===== src/hw/rtl/aspd_pkg.sv =====
// ----------------------------------------------------------------------------
// AS_PATH segment decoder package
// Shared types and constants for the AS_PATH segment decoder.
// ----------------------------------------------------------------------------
package aspd_pkg;

  typedef enum logic [1:0] {
    PH_TYPE,
    PH_COUNT,
    PH_ASN
  } phase_t;

  localparam logic [1:0] ST_OK      = 2'd0;
  localparam logic [1:0] ST_SHORT   = 2'd1;
  localparam logic [1:0] ST_OVERRUN = 2'd2;
  localparam logic [1:0] ST_TRUNC   = 2'd3;

  localparam logic [7:0]  SEG_AS_SET   = 8'd1;
  localparam logic [15:0] MIN_ATTR_LEN = 16'd4;
  localparam logic [15:0] MIN_HDR_LEFT = 16'd2;
  localparam logic [15:0] COUNT_MAX    = 16'hFFFF;

  typedef struct packed {
    logic [7:0]  data_byte;
    logic        first_byte;
    logic [15:0] attr_length;
    logic        last_byte;
  } item_t;

  typedef struct packed {
    logic        asn_valid;
    logic [31:0] asn_value;
    logic        in_set;
    logic        done_res;
    logic [15:0] as_count;
    logic        origin_valid;
    logic [31:0] origin_asn;
    logic [1:0]  status;
  } result_t;

endpackage


===== src/hw/rtl/as_path_segment_decoder.sv =====
// ----------------------------------------------------------------------------
// AS_PATH segment decoder
// Decodes an AS_PATH attribute value byte by byte into ASNs and a summary.
// ----------------------------------------------------------------------------
// The decoder accepts one attribute byte per clock cycle while data_stall is
// low, and returns at most one result transaction per byte. The byte is held
// in the input register, and its result is loaded into the result register
// when the walker advances; it stays there until it is taken. The segment
// walk state is updated once for each byte that the walker takes, which sets
// this rate. A result transaction that waits under result_stall stalls the
// input only when the byte behind it reaches the walker. The ASN width
// register may be written at any time through the configuration channel,
// which is always ready; it should change only while no attribute is in
// flight.
module as_path_segment_decoder (
  input  logic        clk,
  input  logic        rst,
  input  logic        cfg_valid,
  output logic        cfg_ready,
  input  logic        asn_four_octets,
  input  logic        data_valid,
  output logic        data_stall,
  input  logic [7:0]  data_byte,
  input  logic        first_byte,
  input  logic [15:0] attr_length,
  input  logic        last_byte,
  output logic        result_valid,
  input  logic        result_stall,
  output logic        asn_valid,
  output logic [31:0] asn_value,
  output logic        in_set,
  output logic        done_res,
  output logic [15:0] as_count,
  output logic        origin_valid,
  output logic [31:0] origin_asn,
  output logic [1:0]  status
);
  import aspd_pkg::*;

  logic    four_octets;
  logic    item_valid;
  item_t   item;
  logic    res_valid;
  result_t res;

  logic    res_open;
  logic    advance;
  logic    produce;
  result_t step_result;

  assign cfg_ready  = 1'b1;
  assign res_open   = !res_valid || !result_stall;
  assign advance    = item_valid && res_open;
  assign data_stall = item_valid && !res_open;

  always_ff @(posedge clk) begin
    if (rst) begin
      four_octets <= 1'b1;
    end else if (cfg_valid && cfg_ready) begin
      four_octets <= asn_four_octets;
    end
  end

  always_ff @(posedge clk) begin
    if (rst) begin
      item_valid <= 1'b0;
    end else if (!data_stall) begin
      item_valid <= data_valid;
    end
  end

  always_ff @(posedge clk) begin
    if (data_valid && !data_stall) begin
      item <= '{data_byte: data_byte, first_byte: first_byte,
                attr_length: attr_length, last_byte: last_byte};
    end
  end

  aspd_walk u_walk (
    .clk         (clk),
    .rst         (rst),
    .four_octets (four_octets),
    .item_en     (advance),
    .item        (item),
    .produce     (produce),
    .result      (step_result)
  );

  always_ff @(posedge clk) begin
    if (rst) begin
      res_valid <= 1'b0;
    end else if (res_open) begin
      res_valid <= advance && produce;
    end
  end

  always_ff @(posedge clk) begin
    if (advance && produce) begin
      res <= step_result;
    end
  end

  assign result_valid = res_valid;
  assign asn_valid    = res.asn_valid;
  assign asn_value    = res.asn_value;
  assign in_set       = res.in_set;
  assign done_res     = res.done_res;
  assign as_count     = res.as_count;
  assign origin_valid = res.origin_valid;
  assign origin_asn   = res.origin_asn;
  assign status       = res.status;

  a_result_nonempty: assert property (@(posedge clk) disable iff (rst)
    result_valid |-> (asn_valid || done_res))
    else $error("Result transaction carries neither an ASN nor a summary.");

  a_asn_fields_clear: assert property (@(posedge clk) disable iff (rst)
    (result_valid && !asn_valid) |-> (asn_value == '0 && !in_set))
    else $error("ASN fields are set on a result without an ASN.");

  a_origin_consistent: assert property (@(posedge clk) disable iff (rst)
    (result_valid && done_res) |-> ((as_count == '0) == !origin_valid))
    else $error("Origin flag disagrees with the ASN count.");

  a_stall_only_when_full: assert property (@(posedge clk) disable iff (rst)
    data_stall |-> (item_valid && res_valid && result_stall))
    else $error("Input stalled while the result register could advance.");

endmodule


===== src/hw/rtl/aspd_walk.sv =====
// ----------------------------------------------------------------------------
// AS_PATH segment walker
// Holds the segment walk state and decodes one attribute byte per cycle while item_en is high.
// ----------------------------------------------------------------------------
module aspd_walk (
  input  logic            clk,
  input  logic            rst,
  input  logic            four_octets,
  input  logic            item_en,
  input  aspd_pkg::item_t item,
  output logic            produce,
  output aspd_pkg::result_t result
);
  import aspd_pkg::*;

  phase_t      phase;
  logic [15:0] bytes_left;
  logic        set_segment;
  logic [7:0]  asns_left;
  logic [1:0]  octet_index;
  logic [31:0] asn_acc;
  logic [15:0] asn_total;
  logic [31:0] last_asn;
  logic        have_asn;
  logic [1:0]  error_code;

  phase_t      phase_next;
  logic [15:0] bytes_left_next;
  logic        set_segment_next;
  logic [7:0]  asns_left_next;
  logic [1:0]  octet_index_next;
  logic [31:0] asn_acc_next;
  logic [15:0] asn_total_next;
  logic [31:0] last_asn_next;
  logic        have_asn_next;
  logic [1:0]  error_code_next;

  always_comb begin
    logic [9:0]  seg_bytes;
    logic [1:0]  octet_inc;
    logic [1:0]  size_code;
    logic [31:0] acc_shift;
    logic        emit;

    phase_next       = phase;
    bytes_left_next  = bytes_left;
    set_segment_next = set_segment;
    asns_left_next   = asns_left;
    octet_index_next = octet_index;
    asn_acc_next     = asn_acc;
    asn_total_next   = asn_total;
    last_asn_next    = last_asn;
    have_asn_next    = have_asn;
    error_code_next  = error_code;
    emit             = 1'b0;
    result           = '0;

    seg_bytes = four_octets ? {item.data_byte, 2'b00} : {1'b0, item.data_byte, 1'b0};
    size_code = four_octets ? 2'd0 : 2'd2;

    if (item.first_byte) begin
      phase_next       = PH_TYPE;
      bytes_left_next  = '0;
      set_segment_next = 1'b0;
      asns_left_next   = '0;
      octet_index_next = '0;
      asn_acc_next     = '0;
      asn_total_next   = '0;
      last_asn_next    = '0;
      have_asn_next    = 1'b0;
      error_code_next  = ST_OK;
      if (item.attr_length < MIN_ATTR_LEN) begin
        error_code_next = ST_SHORT;
      end else begin
        bytes_left_next = item.attr_length;
      end
    end

    acc_shift = {asn_acc_next[23:0], item.data_byte};
    octet_inc = octet_index_next + 2'd1;

    if (error_code_next == ST_OK && bytes_left_next != '0) begin
      unique case (phase_next)
        PH_COUNT: begin
          bytes_left_next = bytes_left_next - 16'd1;
          asns_left_next  = item.data_byte;
          if ({6'b0, seg_bytes} > bytes_left_next) begin
            error_code_next = ST_OVERRUN;
          end else if (item.data_byte == '0) begin
            phase_next = PH_TYPE;
          end else begin
            phase_next       = PH_ASN;
            octet_index_next = '0;
            asn_acc_next     = '0;
          end
        end
        PH_ASN: begin
          bytes_left_next = bytes_left_next - 16'd1;
          if (octet_inc == size_code) begin
            emit             = 1'b1;
            result.asn_value = acc_shift;
            result.in_set    = set_segment_next;
            last_asn_next    = acc_shift;
            have_asn_next    = 1'b1;
            if (asn_total_next != COUNT_MAX) begin
              asn_total_next = asn_total_next + 16'd1;
            end
            octet_index_next = '0;
            asn_acc_next     = '0;
            asns_left_next   = asns_left_next - 8'd1;
            if (asns_left_next == '0) begin
              phase_next = PH_TYPE;
            end
          end else begin
            asn_acc_next     = acc_shift;
            octet_index_next = octet_inc;
          end
        end
        default: begin
          if (bytes_left_next < MIN_HDR_LEFT) begin
            error_code_next = ST_OVERRUN;
          end else begin
            bytes_left_next  = bytes_left_next - 16'd1;
            set_segment_next = (item.data_byte == SEG_AS_SET);
            phase_next       = PH_COUNT;
          end
        end
      endcase
    end

    result.asn_valid = emit;
    if (item.last_byte) begin
      result.done_res     = 1'b1;
      result.as_count     = asn_total_next;
      result.origin_valid = have_asn_next;
      result.origin_asn   = have_asn_next ? last_asn_next : '0;
      if (error_code_next == ST_OK && bytes_left_next != '0) begin
        result.status = ST_TRUNC;
      end else begin
        result.status = error_code_next;
      end
      phase_next       = PH_TYPE;
      bytes_left_next  = '0;
      set_segment_next = 1'b0;
      asns_left_next   = '0;
      octet_index_next = '0;
      asn_acc_next     = '0;
      asn_total_next   = '0;
      last_asn_next    = '0;
      have_asn_next    = 1'b0;
      error_code_next  = ST_OK;
    end
    produce = emit || item.last_byte;
  end

  always_ff @(posedge clk) begin
    if (rst) begin
      phase       <= PH_TYPE;
      bytes_left  <= '0;
      set_segment <= 1'b0;
      asns_left   <= '0;
      octet_index <= '0;
      asn_acc     <= '0;
      asn_total   <= '0;
      last_asn    <= '0;
      have_asn    <= 1'b0;
      error_code  <= ST_OK;
    end else if (item_en) begin
      phase       <= phase_next;
      bytes_left  <= bytes_left_next;
      set_segment <= set_segment_next;
      asns_left   <= asns_left_next;
      octet_index <= octet_index_next;
      asn_acc     <= asn_acc_next;
      asn_total   <= asn_total_next;
      last_asn    <= last_asn_next;
      have_asn    <= have_asn_next;
      error_code  <= error_code_next;
    end
  end

endmodule

===== config.mk =====
export PLATFORM = sky130hd
export DESIGN_NAME = as_path_segment_decoder
export DESIGN_NICKNAME = d
export VERILOG_FILES = /design/src/hw/rtl/aspd_pkg.sv /design/src/hw/rtl/as_path_segment_decoder.sv /design/src/hw/rtl/aspd_walk.sv
export SDC_FILE = /design/constraint.sdc
export NUM_CORES = 1
export LEC_CHECK = 0
export ABC_AREA = 1
export BUFFER_PORTS_ARGS = -buffer_cell sky130_fd_sc_hd__buf_2
export CAP_MARGIN = 25
export CORE_MARGIN = 5
export CORE_UTILIZATION = 40
export CTS_CLUSTER_SIZE = 16
export DETAILED_ROUTE_END_ITERATION = 7
export PLACE_DENSITY = 0.59
export SKIP_LAST_GASP = 1
export SYNTH_ARGS = -nofsm -noshare
export SYNTH_HDL_FRONTEND = slang
export SYNTH_HIERARCHICAL = 1
export SYNTH_SLANG_ARGS = --single-unit

===== constraint.sdc =====
create_clock -name clk -period 21.8 [get_ports clk]
set_clock_uncertainty 0.15 [all_clocks]
set_input_delay 3.27 -clock clk [delete_from_list [all_inputs] [get_ports clk]]
set_output_delay 3.27 -clock clk [all_outputs]
set_load 0.01 [all_outputs]

==> After elaboration in Yosys (flattened, before gate mapping) <==
Index checks and enable logic that the tools add are counted.
{ "word_totals": {"out_inout_bits": 89, "ff_bits": 227, "wordCells": 128, "inputBits": 32} }
{ "op_classes": {"addsub": 4, "mux": 70, "n_eq_ne": 5, "magnitude_cmp": 3, "n_reduce_logical": 21} }
{ "ops": {"columns": ["cell", "count"], "rows": [
  ["2-to-1 mux 32 bit", 12],
  ["2-to-1 mux 16 bit", 12],
  ["case mux 32 bit (2 select lines)", 1],
  ["2-to-1 mux 52 bit", 1],
  ["2-to-1 mux 2 bit", 21],
  ["2-to-1 mux 8 bit", 4],
  ["nonzero test 16 bit", 2],
  ["adder 16 x 1 -> 16 bit, second input constant", 1],
  ["greater-than comparator 10 x 16 -> 1 bit", 1],
  ["zero test 8 bit", 2],
  ["< comparator 16 x 2 -> 1 bit, second input constant", 1],
  ["< comparator 16 x 3 -> 1 bit, second input constant", 1],
  ["!= test 16 bit, second input constant", 1],
  ["case mux 8 bit (2 select lines)", 1],
  ["subtractor 16 x 1 -> 16 bit, second input constant", 1],
  ["2-to-1 mux 1 bit", 14],
  ["case mux 2 bit (2 select lines)", 3],
  ["2-to-1 mux 10 bit", 1],
  ["equality test 8 x 1 -> 1 bit, second input constant", 1],
  ["subtractor 8 x 1 -> 8 bit, second input constant", 1],
  ["logical AND 1 bit", 6],
  ["zero test 1 bit", 4],
  ["zero test 2 bit", 2],
  ["AND reduction 3 bit", 1],
  ["7 further kinds", 8]
]} }

==> Depth between registers and ports, before layout <==
Gate-level depths: netlist of run 1.
{ "depth": {"ltp_word": 12, "ltp_mapped": 31, "depth_no_buf": 30} }

==> Cells and area by module <==
The synthesis of run 1 kept the hierarchy.
{ "by_module_without_submodules": {"columns": ["module", "cells_each", "seq_area_each_um2", "instances", "area_per_inst_um2"], "rows": [
  ["aspd_walk", 1279, 2082.0, 1, 7500.9],
  ["as_path_segment_decoder", 136, 3423.3, 1, 3513.4]
]} }

==> Worst setup path before layout of run 1 <==
No wires, ideal clock.
{ "synth_path": {"path_kind": "input-to-reg", "startpoint": "input port result_stall", "endpoint": "register res (netlist bit as_count[0]) (enable)", "path_stages": 3, "n_path_buf": 0, "t_required_ns": 21.015, "t_arrival_ns": 9.197, "setup_time_ns": 0.635, "slack_ns": 11.818, "cell_sequence": "nand2_1 > inv_1 > nor3_1"} }
{ "synth_between": {"elab_chain_len": 4} }
{ "synth_lines": {"columns": ["item", "line_no", "text"], "rows": [
  ["from (decl)", "as_path_segment_decoder.sv:28", "input logic result_stall,"],
  ["zero test 1 bit", "as_path_segment_decoder.sv:52", "assign res_open = !res_valid || !result_stall;"],
  ["logical OR 1 bit", "as_path_segment_decoder.sv:52", null],
  ["logical AND 1 bit", "as_path_segment_decoder.sv:53", "assign advance = item_valid && res_open;"],
  ["logical AND 1 bit", "as_path_segment_decoder.sv:98", "if (advance && produce) begin"],
  ["to (signal assigned)", "as_path_segment_decoder.sv:99", "res <= step_result;"],
  ["to (decl)", "as_path_segment_decoder.sv:44", "result_t res;"]
]} }
No other way between the ends.
A chain may end at the register's enable or synchronous reset.

==> Worst setup path after layout of run 1 <==
{ "layout_path": {"startpoint": "input port result_stall", "endpoint": "output port data_stall"} }
{ "layout_between": {"elab_chain_len": 4} }
{ "layout_lines": {"columns": ["item", "line_no", "text"], "rows": [
  ["zero test 1 bit", "as_path_segment_decoder.sv:52", null],
  ["logical OR 1 bit", "as_path_segment_decoder.sv:52", null],
  ["zero test 1 bit", "as_path_segment_decoder.sv:54", "assign data_stall = item_valid && !res_open;"],
  ["logical AND 1 bit", "as_path_segment_decoder.sv:54", null],
  ["to (decl)", "as_path_segment_decoder.sv:22", "output logic data_stall,"]
]} }
No other way between the ends.

==> impl_metrics.yaml, run 1 <==
status:
  status: "completed"
worst_hold_path:
  hold_class: "reg2reg"
  hp-start: "u_walk/asn_acc[18]"
  whs_path_depth: 2
  hold_path_end: "u_walk/asn_acc[18]"
pwr:
  power.total_mw: 0.904
  peakVddDrop_uv: 57.6
  p_leak_nw: 4.88
  p_per_area_mw_per_mm2: 72.1
yosys:
  yosys.area.top_type: "edfxtp_1"
  netlist_instances: 1415
  synthTopCellsByArea: "edfxtp_1 31%, dfxtp_1 19%, nand2_1 14%, nor2_1 6.1%, a21oi_1 5.7%"
  synth_top_area_share_pct: 30.5
  synth_flop_cell: "edfxtp_1"
  synth_edf_count: 112
  ys_warn_count: 6
  synth-seq-cells: 219
  synth_area_mm2: 0.0110
  syn_avg_cell_area_um2: 7.78
  async_flop_share_pct: 0
  post_synth_num_cell_types: 42
  syn-num-nets: 1462
  ys_seq_area_share_pct: 50.0
sta:
  post-route-min-period_ps: 7070
  holdWs_ps: 312
  fmax_ghz: 0.141
  fin_tns_setup_ps: 0
  finalMaxSlewViolations: 0
  setup_viol: 0
  worstMarginPinSlew_ps: 1030
  finalCritPeriodShare_pct: 32.4
  maxSlewHeadroom_pct: 31.5
  rsz0062_at_grt: "no"
  fin_ws_ps: 14730
  final-hold-violation-count: 0
worst_setup_path:
  cp-start-kind: "input port"
  r2r-end: "u_walk/asn_acc[3]"
  cpMaxStageDelayCell: "buf_2"
  rrSetupSlack_ps: 16700
  timing.rr.start: "item[17]"
  cpPeakStageDelay_ps: 130
  reg2reg_depth: 29
  path_class: "in2out"
  end_kind: "output pin"
  cp_num_buf_inv: 3
  crit_family: "buffers and inverters"
  arrival_ps: 3650
  path_common_cell: "buf_2"
  crit_path_cell_trace: "buf_2 > nand3_1 > inv_1 > buf_2"
  worstPathRequired_ps: 18380
  critPathMaxFanout: 3
clock_network:
  cts.htree.levels: 1
  cts_setup_buffers: 0
  clock-sinks: 219
  cts_root_buf: "clkbuf_16"
  cts_buffers: 25
  cts-hold-fix-buffers: 0
  ctsResizeCount: 0
  cts_max_path_buffers: 3
  cts_tree: "yes"
  clk_pin_slew_ps: 60
  clk-insertion-delay-late_ps: 530
drt:
  drt_iter0_markers: 630
  finalWirelength_um: 27900
  post_drt_wl_per_cell_um: 15.0
  drt_first_pass_iters: 5
  vias_per_cell: 5.03
  antenna_left: 0
  vias: 9342
  drc: 0
place:
  hpwl_um: 17900
  gp_congestion: 0.892
  placed_cells: 1812
  dp_slack_ps: 14720
  io_buffers: 119
global_route:
  grt_max_degree: 85
  overflow: 0
  grt_use_total_pct: 17.4
  grt_pass1_vias: 8855
  antenna_found_initial: 0
  grt_pass1_wl_um: 44800
cells_and_area:
  synthToLayoutAreaGrowth_pct: 13.9
  final_nets: 1546
  final_common_cell: "nand2_1"
  drive_gt1_share_pct: 15.3
  layoutNonFillerInstCount: 1858
  layout_common_cells: "423 x nand2_1, 178 x nor2_1, 126 x a21oi_1, 118 x buf_2, 112 x edfxtp_1"
  antenna_cells: 0
die:
  fp.dieH_um: 176
  core-area_mm2: 0.0270
  initial_core_util_pct: 40.8
  ios: 121
  placementRows: 60
  die_area_mm2: 0.0310
  dieWidth_um: 176
run:
  drv_cap: 0
-- stage by stage --
stage               instance area, um2  util (%)
CTS                              12500      46.3
detailed placement               11800      43.5
floorplan                        11000         -
global route                     12500      46.4
finish                           12500      46.4
global placement                 11800      43.5
-- routing by layer --
metal	GRT usage, %	wire [um]
met3	2.85	1490
met2	29.5	12900
met4	4.39	630
met5	0	0
met1	23.3	12800
-- registers in the layout, summed over array words and instances, names as in the netlist, 2 cells and up --
| name | cells |
|---|---|
| u_walk/asn_total | 16 |
| u_walk/octet_index | 2 |
| u_walk/phase | 2 |
| u_walk/bytes_left | 16 |
| status | 2 |
| u_walk/error_code | 2 |
| u_walk/asns_left | 8 |
| as_count | 16 |
| u_walk/asn_acc | 24 |
| origin_asn | 32 |
| asn_value | 32 |
| item | 26 |
| u_walk/last_asn | 32 |
-- kinds of logic (layout without fill, tap and decap cells) --
family          count (synthesis)  in the layout  share of synthesized area [%]
fa+ha+maj                      15             15                           1.70
flops                         219            219                           50.0
xor+xnor                       26             26                           2.07
buf+inv                       192            294                           7.32
compound gates                222            222                           10.8
mux                             1              1                         0.0909
other cells                     1              1                         0.0340
simple gates                  739            739                           28.0
-- final cells by class --
class / count / area, um2
tap: 341 / 427
multi-input combinational: 1004 / 4720
clock inverter: 12 / 80.1
inverter: 119 / 447
timing repair buffer: 130 / 701
clock buffer: 33 / 666
sequential: 219 / 5510
fill: 2719 / 14500
-- how the worst max path moves through the flow --
stage	startpoint	to	slack, ps	cells after the start
finish	result_stall	data_stall	14730	4
global route	result_stall	data_stall	14680	4
CTS	result_stall	data_stall	14720	4
detailed placement	result_stall	data_stall	14720	4
global placement	result_stall	data_stall	14720	4
floorplan	result_stall	as_count[0]	11820	3
-- synth_stat cells (2+ instances only) --
library cell	n
nand2_1	423
nor2_1	179
a21oi_1	126
edfxtp_1	112
inv_1	112
dfxtp_1	107
nand3_1	49
o21ai_0	45
clkbuf_1	44
or2_2	39
a31oi_1	32
xor2_1	19
ha_1	15
buf_2	14
buf_4	10
nor2_2	9
nor3_1	9
nand4_1	8
nand2_2	7
xnor2_1	7
nor2_4	5
o21ai_1	5
buf_6	4
inv_2	4
nor4_1	4
and2_1	3
clkinv_1	3
o211ai_1	3
o22ai_1	3
a211oi_1	2
a22oi_1	2
-- worst register-to-register path: cells and delay by family, from the launching register on --
kind / cells / cell delay (ps)
and+or+nand+nor: 20 / 2110
buffers and inverters: 5 / 1530
adders and majority gates: 2 / 520
DFF: 1 / 350
xor gates and xnor gates: 1 / 200
AOI/OAI and AO/OA: 1 / 160
-- power breakdown --
group          switching (mW)  internal, mW
Sequential            0.00479         0.440
Clock                   0.161         0.225
Combinational          0.0526        0.0210
Total                   0.219         0.686
Note: power is estimated with default switching activity, not from simulation.
==> inputs of run 2 (changes only) <==
Settings changed: ABC_AREA 1 to 0, PLACE_DENSITY 0.59 to 0.61.
Clock period 21.8 ns to 6 ns, I/O delays scaled along.
==> impl_metrics.yaml, run 2 <==
place:
  dp_slack_ps: 1270
  placedInstanceArea_mm2: 0.0114
  io_buffers: 119
  gp_congestion: 0.908
  hpwl_um: 18500
cells_and_area:
  layout_common_cells: "121 x nor2_1, 119 x buf_2, 112 x edfxtp_1, 107 x dfxtp_1, 101 x nand2_1"
  antenna_cells: 0
  fin_area_mm2: 0.0122
  multi_input_area_mm2: 0.00454
  synthToLayoutAreaGrowth_pct: 16.8
  final_nets: 1181
  drive_gt1_share_pct: 20.2
  post-route-util_pct: 47.3
  fillerInstances: 2417
  final_common_cell: "nor2_1"
  seqCellArea_mm2: 0.00551
clock_network:
  cts_tree: "yes"
  cts.htree.levels: 1
  cts-hold-fix-buffers: 0
  cts_setup_buffers: 0
  cts_max_path_buffers: 3
  cts_root_buf: "clkbuf_16"
  ctsResizeCount: 0
  clk_pin_slew_ps: 60
  clk-insertion-delay-late_ps: 530
  cts_buffers: 25
  clock-sinks: 219
status:
  status: "completed"
sta:
  fmax_ghz: 0.209
  worstMarginPinSlew_ps: 1030
  post-route-min-period_ps: 4790
  fin_tns_setup_ps: 0
  finalMaxSlewViolations: 0
  setup_viol: 0
  rsz0062_at_grt: "no"
  finalCritPeriodShare_pct: 79.8
  maxSlewHeadroom_pct: 31.2
  holdWs_ps: 298
  fin_ws_ps: 1210
  final-hold-violation-count: 0
worst_hold_path:
  hp-start: "u_walk/phase[0]"
  whs_path_depth: 2
  hold_class: "reg2reg"
  hold_path_end: "u_walk/phase[0]"
yosys:
  syn-num-nets: 1076
  yosys.area.top_type: "edfxtp_1"
  netlist_instances: 1029
  synth-seq-cells: 219
  yosysMostFrequentCell: "nor2_1"
  synth_area_mm2: 0.0105
  synthTopCellsByCount: "123 x nor2_1, 112 x edfxtp_1, 107 x dfxtp_1, 101 x nand2_1, 64 x a21oi_1"
  async_flop_share_pct: 0
  synth_flop_cell: "edfxtp_1"
  syn_avg_cell_area_um2: 10.2
  synthTopCellsByArea: "edfxtp_1 32%, dfxtp_1 20%, nor2_1 4.4%, nand2_1 3.6%, a22oi_1 3.5%"
  ys_seq_area_share_pct: 52.5
  synth_top_area_share_pct: 32.1
  post_synth_num_cell_types: 82
  ys_warn_count: 6
  synth_edf_count: 112
die:
  fp.dieH_um: 172
  die_area_mm2: 0.0296
  placementRows: 59
  core-area_mm2: 0.0259
  initial_core_util_pct: 40.5
  dieWidth_um: 172
  ios: 121
pwr:
  p_leak_nw: 4.79
  p_per_area_mw_per_mm2: 281
  peakVddDrop_uv: 192
worst_setup_path:
  arrival_ps: 5080
  r2r-end: "u_walk/phase[1]"
  cp-start-kind: "flip-flop"
  worstPathRequired_ps: 6290
  end_kind: "flip-flop"
  path_class: "reg2reg"
  timing.rr.start: "item[5]"
  rrSetupSlack_ps: 1210
  reg2reg_depth: 16
  critPathMaxFanout: 8
drt:
  drt_iter0_markers: 739
  met1Wirelength_um: 12600
  dr_wl_met3_um: 1800
  antenna_left: 0
  drc: 0
  highest_layer: "met4"
  post_drt_wl_per_cell_um: 18.5
  vias: 8258
  met2WireLength_um: 12600
  vias_per_cell: 5.55
  finalWirelength_um: 27600
  drt_first_pass_iters: 6
global_route:
  grt_use_total_pct: 18.3
  grt_pass1_vias: 7842
  overflow: 0
  grt_max_degree: 87
  antenna_found_initial: 0
  grt_pass1_wl_um: 43300
run:
  drv_cap: 0
run 2: cell families (layout without fill, tap and decap cells):
group	count (synthesis)	in the layout	share of synthesized area, %
simple gates	365	365	17.9
flops	219	219	52.5
compound gates	258	258	17.3
buf+inv	108	232	4.59
mux	29	29	3.04
xor+xnor	34	34	2.84
fa+ha+maj	15	15	1.79
other cells	1	1	0.0358
run 2: power breakdown:
part | total, mW | switching [mW] | internal [mW]
logic | 0.265 | 0.171 | 0.0940
clock network | 1.56 | 0.617 | 0.939
registers | 1.62 | 0.0274 | 1.59
total | 3.44 | 0.815 | 2.63
run 2: worst max-delay path by stage:
stage	from	end	slack [ps]	cells after the start
CTS	item[5]	status[0]	1240	16
global placement	item[5]	status[0]	1410	16
finish	item[5]	u_walk/phase[1]	1210	16
detailed placement	item[5]	u_walk/phase[1]	1270	16
floorplan	item[17]	as_count[0]	170	16
global route	item[5]	status[0]	830	16
run 2: metal layers:
layer / track usage, % / vias up
met5: 0 / -
met4: 4.92 / 0
met3: 2.63 / 52
met2: 29.3 / 274
met1: 26.1 / 3948
li1: - / 3984
run 2: final cells by class:
class                   count  area share (%)
clock buffers              36            6.27
clock inverters            10           0.807
inverters                  51            1.56
multi-input cells         702            37.0
flip-flops and latches    219            45.0
well taps                 335            3.42
repair buffers            135            5.95
run 2: critical path: stages, from the launching register on:
cell and delay, ps:
edfxtp_1 440, nor4b_4 530, nand3_1 290, o21ai_1 380, ha_1 370, o211ai_2 260, nor2_1 200, xor2_1 120
ha_1 360, nand4_1 130, nor2_1 150, o21ai_0 110, o211ai_1 240, nor4b_1 360, and2_1 240, o221ai_1 150
a211oi_1 220
run 2: metrics by stage:
| stage | power [mW] | std cells |
|---|---|---|
| after floorplan | 1.83 | 1029 |
| after global placement | 1.91 | 1442 |
| after detailed placement | 1.91 | 1442 |
| after CTS | 3.48 | 1488 |
| after global routing | 3.57 | 1488 |
| final | 3.44 | 1488 |
==> inputs of run 3 (changes only) <==
Settings changed: ABC_AREA 0 to 1.
Clock period 6 ns to 4.1 ns, I/O delays scaled along.
==> impl_metrics.yaml, run 3 (synthesized netlist as in run 1, its figures left out) <==
global_route:
  overflow: 0
  antenna_found_initial: 0
  grt_pass1_vias: 9068
  grt_max_degree: 85
  grt_use_total_pct: 17.9
  grt_pass1_wl_um: 46500
run:
  drv_cap: 0
pwr:
  p_seq_share_pct: 47.3
  p_clk_share_pct: 44.3
  p_sw_mw: 1.22
  peakVddDrop_uv: 305
  p_leak_nw: 5.07
  switching_share_pct: 24.4
  combPwrFrac_pct: 8.4
  p_per_area_mw_per_mm2: 387
  intPower_mw: 3.78
  power.total_mw: 5.00
worst_setup_path:
  arrival_ps: 4110
  worstPathRequired_ps: 4410
  r2r-end: "u_walk/asn_acc[22]"
  path_common_cell: "nand2_1"
  reg2reg_depth: 29
  cp-start-kind: "flip-flop"
  timing.rr.start: "item[4]"
  critPathMaxFanout: 13
  end_kind: "flip-flop"
  rrSetupSlack_ps: 300
  path_class: "reg2reg"
  cpMaxStageDelayCell: "edfxtp_1"
  cpPeakStageDelay_ps: 380
clock_network:
  clock-sinks: 219
  cts.htree.levels: 1
  cts_root_buf: "clkbuf_16"
  clk-insertion-delay-late_ps: 540
  clk_pin_slew_ps: 60
  cts_max_path_buffers: 3
  cts_buffers: 25
  cts_tree: "yes"
  cts-hold-fix-buffers: 0
drt:
  met1Wirelength_um: 13300
  met2WireLength_um: 13300
  finalWirelength_um: 28700
  dr_wl_met3_um: 1670
  drt_iter0_markers: 725
  post_drt_wl_per_cell_um: 15.3
  vias: 9395
  antenna_left: 0
  drc: 0
  drt_first_pass_iters: 4
  highest_layer: "met4"
  vias_per_cell: 4.99
cells_and_area:
  final_nets: 1568
  layoutNonFillerInstCount: 1881
  synthToLayoutAreaGrowth_pct: 17.3
  antenna_cells: 0
  seqCellArea_mm2: 0.00551
  drive_gt1_share_pct: 18.0
  fillerInstances: 2671
  post-route-util_pct: 47.8
  layout_common_cells: "417 x nand2_1, 178 x nor2_1, 122 x a21oi_1, 118 x buf_2, 112 x edfxtp_1"
  multi_input_area_mm2: 0.00484
  final_common_cell: "nand2_1"
status:
  status: "completed"
sta:
  finalMaxSlewViolations: 0
  final-hold-violation-count: 0
  finalCritPeriodShare_pct: 92.7
  fin_ws_ps: 298
  fmax_ghz: 0.263
  post-route-min-period_ps: 3800
  setup_viol: 0
  worstMarginPinSlew_ps: 990
  maxSlewHeadroom_pct: 34.0
die:
  placementRows: 60
  initial_core_util_pct: 40.8
  dieWidth_um: 176
  fp.dieH_um: 176
  core-area_mm2: 0.0270
  ios: 121
  die_area_mm2: 0.0310
worst_hold_path:
  hold_class: "in2reg"
  hold_path_end: "item[18]"
  hp-start: "data_byte[0]"
  whs_path_depth: 1
place:
  gp_congestion: 0.911
  hpwl_um: 19400
  io_buffers: 119
  dp_slack_ps: 177
  placed_cells: 1826
## run 3: changes by cell type in the layout (fill, tap and decap cells not counted), sizes merged, moves of 36 or more
| cell | change |
|---|---|
| inv | +66 |
| or2 | +36 |
| nand2 | +332 |
| nor2 | +68 |
| a21oi | +63 |
| a22oi | -47 |
## run 3: layer usage
layer,vias to the layer above,track usage (%)
li1,4810,-
met1,4300,24.9
met2,244,30.1
met3,41,2.81
met4,0,3.54
met5,-,0
## run 3: worst max-delay path by stage
| stage | start | to | slack, ps | cells past startpoint |
|---|---|---|---|---|
| final | item[4] | u_walk/asn_acc[22] | 300 | 29 |
| after global routing | item[4] | u_walk/asn_acc[5] | -7 | 29 |
| after CTS | item[17] | u_walk/asn_acc[22] | 150 | 26 |
| after detailed placement | item[17] | u_walk/asn_acc[12] | 180 | 26 |
| after global placement | item[17] | u_walk/asn_acc[9] | 140 | 26 |
| after floorplan | item[17] | as_count[0] | -280 | 16 |
## run 3: what timing repair did
| item | 4_1_cts | 5_1_grt |
|---|---|---|
| buffers inserted | 0 | 6 |
| gates resized for setup | 0 | 15 |
| endpoints found under the hold margin | 0 | 0 |
| endpoints found under the setup margin | 0 | 28 |
## run 3: power groups by stage
stage,clock network (mW),logic [mW],registers (mW)
2_1_floorplan,0,0.272,2.41
3_3_place_gp,0,0.409,2.41
3_5_place_dp,0,0.405,2.41
4_1_cts,2.28,0.407,2.37
5_1_grt,2.37,0.473,2.37
6_report,2.22,0.420,2.36
## run 3: worst max-delay path: cells and delay by family, from the launching register on
kind / cells / cell delay (ps)
buffers and inverters: 2 / 150
flip-flops: 1 / 380
XOR/XNOR: 1 / 180
AND/OR/NAND/NOR: 23 / 2300
adder cells (fa/ha/maj): 2 / 420
AO/OA/AOI/OAI: 1 / 150
## run 3: layout make-up
| cell class | instances | share of cell area [%] |
|---|---|---|
| Clock buffer | 34 | 5.33 |
| Clock inverter | 12 | 1.02 |
| Inverter | 119 | 3.51 |
| Multi-Input combinational cell | 1006 | 37.5 |
| Sequential cell | 219 | 42.6 |
| Tap cell | 341 | 3.30 |
| Timing Repair Buffer | 150 | 6.78 |
## run 3: per-stage QoR
stage	TNS (ps)	cell area (um2)	hold WS [ps]
detailed placement	0	11900	306
CTS	0	12800	83.3
global route	-35.0	12900	83.5
global placement	0	11900	301
finish	0	12900	103
floorplan	-24220	11100	289
